**config.mk**
```make
export PLATFORM = sky130hd
export DESIGN_NAME = hte_ram
export DESIGN_NICKNAME = d
export VERILOG_FILES = /design/src/design/huffman_table_encoder_top_assert.svh /design/src/design/hte_ram.sv
export SDC_FILE = /design/constraint.sdc
export NUM_CORES = 2
export LEC_CHECK = 0
export ABC_AREA = 1
export ABC_CLOCK_PERIOD_IN_PS = 4800
export BUFFER_PORTS_ARGS = -buffer_cell sky130_fd_sc_hd__buf_4
export CORE_MARGIN = 4
export CORE_UTILIZATION = 42
export DETAILED_ROUTE_END_ITERATION = 8
export PLACE_DENSITY = 0.66
export REMOVE_ABC_BUFFERS = 1
export SYNTH_ARGS = -nofsm -noshare
export SYNTH_HDL_FRONTEND = slang
export SYNTH_SLANG_ARGS = --single-unit
```
**constraint.sdc**
```tcl
create_clock -name clk_i -period 4.8 [get_ports clk_i]
set_clock_uncertainty 0.05 [all_clocks]
set_input_delay 0.24 -clock clk_i [delete_from_list [all_inputs] [get_ports clk_i]]
set_output_delay 0.24 -clock clk_i [all_outputs]
set_load 0.005 [all_outputs]
```
**src/design/huffman_table_encoder_top_assert.svh**
```systemverilog
// Assertion macros for the Huffman table encoder.
`ifndef HUFFMAN_TABLE_ENCODER_TOP_ASSERT_SVH
`define HUFFMAN_TABLE_ENCODER_TOP_ASSERT_SVH

// Same-cycle implication, sampled on the rising clock edge.
`define HTE_ASSERT_IMPL(name, ante, cons) \
  name: assert property (@(posedge clk_i) disable iff (!rst_ni) (ante) |-> (cons)) \
    else $error("hte: same-cycle check failed");

// Next-cycle implication, sampled on the rising clock edge.
`define HTE_ASSERT_NEXT(name, ante, cons) \
  name: assert property (@(posedge clk_i) disable iff (!rst_ni) (ante) |=> (cons)) \
    else $error("hte: next-cycle check failed");

`endif

```
**src/design/hte_ram.sv**
```systemverilog
// Simple dual-port RAM with one write port and one registered read port.
module hte_ram #(
  parameter int unsigned WIDTH = 8,
  parameter int unsigned DEPTH = 256,
  parameter int unsigned AW    = (DEPTH > 1) ? $clog2(DEPTH) : 1
) (
  input  logic             clk_i,
  input  logic             we_i,
  input  logic [AW-1:0]    waddr_i,
  input  logic [WIDTH-1:0] wdata_i,
  input  logic             re_i,
  input  logic [AW-1:0]    raddr_i,
  output logic [WIDTH-1:0] rdata_o
);

  logic [WIDTH-1:0] mem [DEPTH];

  always_ff @(posedge clk_i) begin
    if (we_i) begin
      mem[waddr_i] <= wdata_i;
    end
  end

  always_ff @(posedge clk_i) begin
    if (re_i) begin
      rdata_o <= mem[raddr_i];
    end
  end

endmodule

```
==> Word level (Yosys, flattened, before mapping) <==
Memories as Yosys holds them, arrays and structs flattened. A register that Yosys moved wholly into a read port is not among the register bits.
Cells that the tools add are included.
{ "word_totals": {"register_bits": 0, "mem_bits_rw": 2048, "input_bits": 27, "output_inout_bits": 8, "wordCells": 3, "n_memories": 1} }
{ "memory_table": {"columns": ["name", "words", "word_bits", "rd", "rd_ports_with_merged_regs", "write_ports", "line_no", "source"], "rows": [
  ["mem", 256, 8, 1, 1, 1, "hte_ram.sv:16", "logic [WIDTH-1:0] mem [DEPTH];"]
]} }
{ "op_classes": {"muxes": 2} }
{ "op_table": {"columns": ["cell", "count"], "rows": [
  ["2-to-1 mux 1 bit", 2]
]} }

==> Depth between registers and ports, before layout <==
{ "depth": {"word_depth": 2, "ltp_mapped": 15} }

==> Worst setup path before layout <==
Ideal clock, no wire load.
{ "synth_timing": {"kind": "input-to-reg", "start": "input port we_i", "end": "memory mem[162][0] (enable)", "arrival_ns": 1.361, "slack_ns": 3.019, "path_stages": 4, "cell_sequence": "clkbuf_1 -> nand3_1 -> clkbuf_1 -> nor2_1"} }
{ "synth_via": {"elab_chain_cells": 2} }
{ "synth_rtl": {"columns": ["item", "line_no", "source"], "rows": [
  ["start: declaration", "hte_ram.sv:8", "input logic we_i,"],
  ["2-to-1 mux 1 bit", "hte_ram.sv:19", "if (we_i) begin"],
  ["2-to-1 mux 1 bit (implied by the code)", "hte_ram.sv:20", "mem[waddr_i] <= wdata_i;"],
  ["end: declaration", "hte_ram.sv:16", null]
]} }
Every way passes these cells.

==> flow_summary.json <==
{
  "status": "completed",
  "io_buffer_count": 34,
  "yosys.area.top_type": "edfxtp_1",
  "r2r_cells": 10,
  "drv_slew": 0,
  "synth_seq_cells": 2056,
  "setup_viol": 0,
  "die-area_um2": 206000,
  "clk_path_buf_depth": 3,
  "die_w_um": 454,
  "initial_core_util": 0.423,
  "timing.final.crit_share": 0.566,
  "avgSynthCellArea_um2": 11.9,
  "hold_path.class": "input pin to flip-flop",
  "p_comb_frac": 0.061,
  "cts.sinks": 2056,
  "crit_type": "input pin to flip-flop",
  "wirelength_um": 229000,
  "fp.dieH_um": 454,
  "h-tree-depth": 4,
  "via_per_inst": 5.66,
  "drtIter0Drc": 7609,
  "grt_pass1_wl_um": 339000,
  "async_flop_share": 0,
  "yosysWarnings": 0,
  "synth_ff_type": "edfxtp_1",
  "clock_latency_ns": 0.85,
  "setup_tns_ns": 0,
  "cts_made_buffers": 196,
  "hold_start": "we_i",
  "netlist_area_um2": 83500,
  "max-slew-margin-rel": 0.261,
  "preCtsSetupSlack_ns": 1.39,
  "synth_top_area_frac": 0.740,
  "finalNetCount": 6913,
  "areaGrowthSynthToFinish_pct": 10.5,
  "finalHoldViolations": 0,
  "synth.most_common_cell": "nand2_1",
  "antenna_left": 0,
  "min_to": "mem[182][1]$_DFFE_PP_",
  "cts_resized": 0,
  "netlist_top_cells_count": "nand2_1 (2123), edfxtp_1 (2056), nand3_1 (2019)",
  "synth-seq-area-share": 0.740,
  "grt_start_max_net_pins": 215,
  "internal_power_w": 0.0286,
  "ir_drop_uv": 379,
  "crit_path_start_kind": "input pin",
  "cp_max_fo": 176,
  "r2r_start": "mem[96][4]$_DFFE_PP_",
  "drcViolationCount": 0,
  "dr.pass1.iters": 6,
  "finish.utilization": 0.467,
  "synth_enable_flop_cells": 2056,
  "cap_violations": 0,
  "clockRootBuffer": "clkbuf_16",
  "netlist_instances": 7003,
  "worstMarginPinSlew_ns": 1.11,
  "arrival_ns": 3.38,
  "io_pins": 35,
  "finalCriticalPeriod_ns": 2.72,
  "power_frac_clock": 0.404,
  "p_leak_nw": 31.5,
  "antenna_found_initial": 11,
  "clk_pin_slew_ns": 0.06,
  "r2r_end": "rdata_o[4]$_DFFE_PP_",
  "p_sw_frac": 0.226,
  "synth_cell_types": 13,
  "wl_per_cell_um": 23.6,
  "pwr-share-seq": 0.536,
  "globalRouteOverflowTotal": 0,
  "ff2ff_setup_slack_ns": 2.46,
  "min_path_cells": 3,
  "tritoncts": "yes",
  "vias": 54900,
  "grt_pass1_vias": 51700,
  "rsz0062_at_grt": "false",
  "dp_hpwl_um": 130000,
  "gp_congestion": 0.864,
  "core-area_um2": 197000,
  "powerDensity_nw_per_um2": 401,
  "track_usage": 0.218,
  "required_ns": 5.46,
  "crit_path_end_kind": "flip-flop",
  "layout-drive-gt1-share": 0.0594,
  "setup_slack_ns": 2.08,
  "ys_top_cells_by_area": "edfxtp_1 (74%), nand3_1 (12%), nand2_1 (9.5%), buf_2 (1.6%), nor2_1 (1.3%)",
  "placementRows": 163,
  "netSwitchingPower_w": 0.00836,
  "fmax_ghz": 0.368
}
-- flip-flops by register name, summed over array words and instances, names as in the netlist --
signal / cells
rdata_o: 8
mem: 2048
-- how the worst max path moves through the flow --
stage          startpoint                   end  slack, ns
6_report       raddr_i[0]  rdata_o[0]$_DFFE_PP_       2.08
4_1_cts        raddr_i[1]  rdata_o[0]$_DFFE_PP_       2.32
2_1_floorplan  raddr_i[0]  rdata_o[7]$_DFFE_PP_      -1.21
3_3_place_gp   raddr_i[0]  rdata_o[0]$_DFFE_PP_       1.34
3_5_place_dp   raddr_i[1]  rdata_o[0]$_DFFE_PP_       1.39
5_1_grt        raddr_i[0]  rdata_o[0]$_DFFE_PP_       2.05
-- final cells by class --
| class | count | area, um^2 |
|---|---|---|
| Inverter | 39 | 180 |
| Sequential cell | 2056 | 61700 |
| Timing Repair Buffer | 168 | 1700 |
| Antenna cell | 6 | 15.0 |
| Fill cell | 17400 | 105000 |
| Multi-Input combinational cell | 4425 | 19100 |
| Clock buffer | 252 | 5140 |
| Clock inverter | 111 | 997 |
| Tap cell | 2640 | 3300 |
-- metal layers --
metal  vias to the layer above  track usage  part of all wire
met5                         -            0          0.000057
met4                         2       0.0962             0.043
met3                       458       0.0393             0.092
met2                      2916        0.345              0.47
met1                     26900        0.295              0.39
li1                      24700            -                 -
-- through the flow --
step | hold WS (ns) | power [W] | area (um^2) | instances
final | 0.156 | 0.0370 | 92200 | 9697
after floorplan | 0.289 | 0.0212 | 81000 | 6520
after global routing | 0.148 | 0.0381 | 92200 | 9695
after global placement | 0.583 | 0.0224 | 85900 | 9317
after detailed placement | 0.582 | 0.0224 | 85900 | 9317
after CTS | 0.0729 | 0.0371 | 92200 | 9691
-- cells by family after synthesis --
family        Yosys count  synth area share
simple gates         4425             0.229
flops                2056             0.740
buf+inv               522            0.0312
-- power by group through the flow --
stage | logic [W] | clock network, W | registers, W
global placement | 0.00218 | 0 | 0.0202
floorplan | 0.00105 | 0 | 0.0202
finish | 0.00224 | 0.0149 | 0.0198
CTS | 0.00222 | 0.0151 | 0.0198
detailed placement | 0.00220 | 0 | 0.0202
global route | 0.00240 | 0.0158 | 0.0198
-- layout by cell type (no fill, tap or decap) --
master / instances
diode_2: 6
dlygate4sd3_1: 11
nand3_1: 2019
clkbuf_16: 197
buf_4: 120
buf_8: 11
buf_12: 26
inv_6: 7
clkinv_2: 28
clkbuf_1: 55
inv_2: 1
clkinv_1: 51
inv_8: 2
inv_1: 34
inv_4: 1
nand2_1: 2123
clkinv_16: 2
bufinv_16: 14
edfxtp_1: 2056
clkinvlp_4: 3
clkinv_8: 5
nor2_1: 283
inv_16: 2
-- worst max-delay path: stages --
cell	delay, ns
buf_8	0.37
buf_12	0.51
buf_4	0.49
nand2_1	0.09
nand3_1	0.09
nand3_1	0.09
nand3_1	0.20
nand3_1	0.14
nand3_1	0.17
nand3_1	0.26
nand2_1	0.21
nand2_1	0.07
nand2_1	0.06
-- what timing repair did --
| item | CTS | global route |
|---|---|---|
| setup buffers | 0 | 0 |
| hold buffers | 11 | 0 |
| hold endpoints to repair | 645 | 0 |
Power figures use the tool's default switching activity.
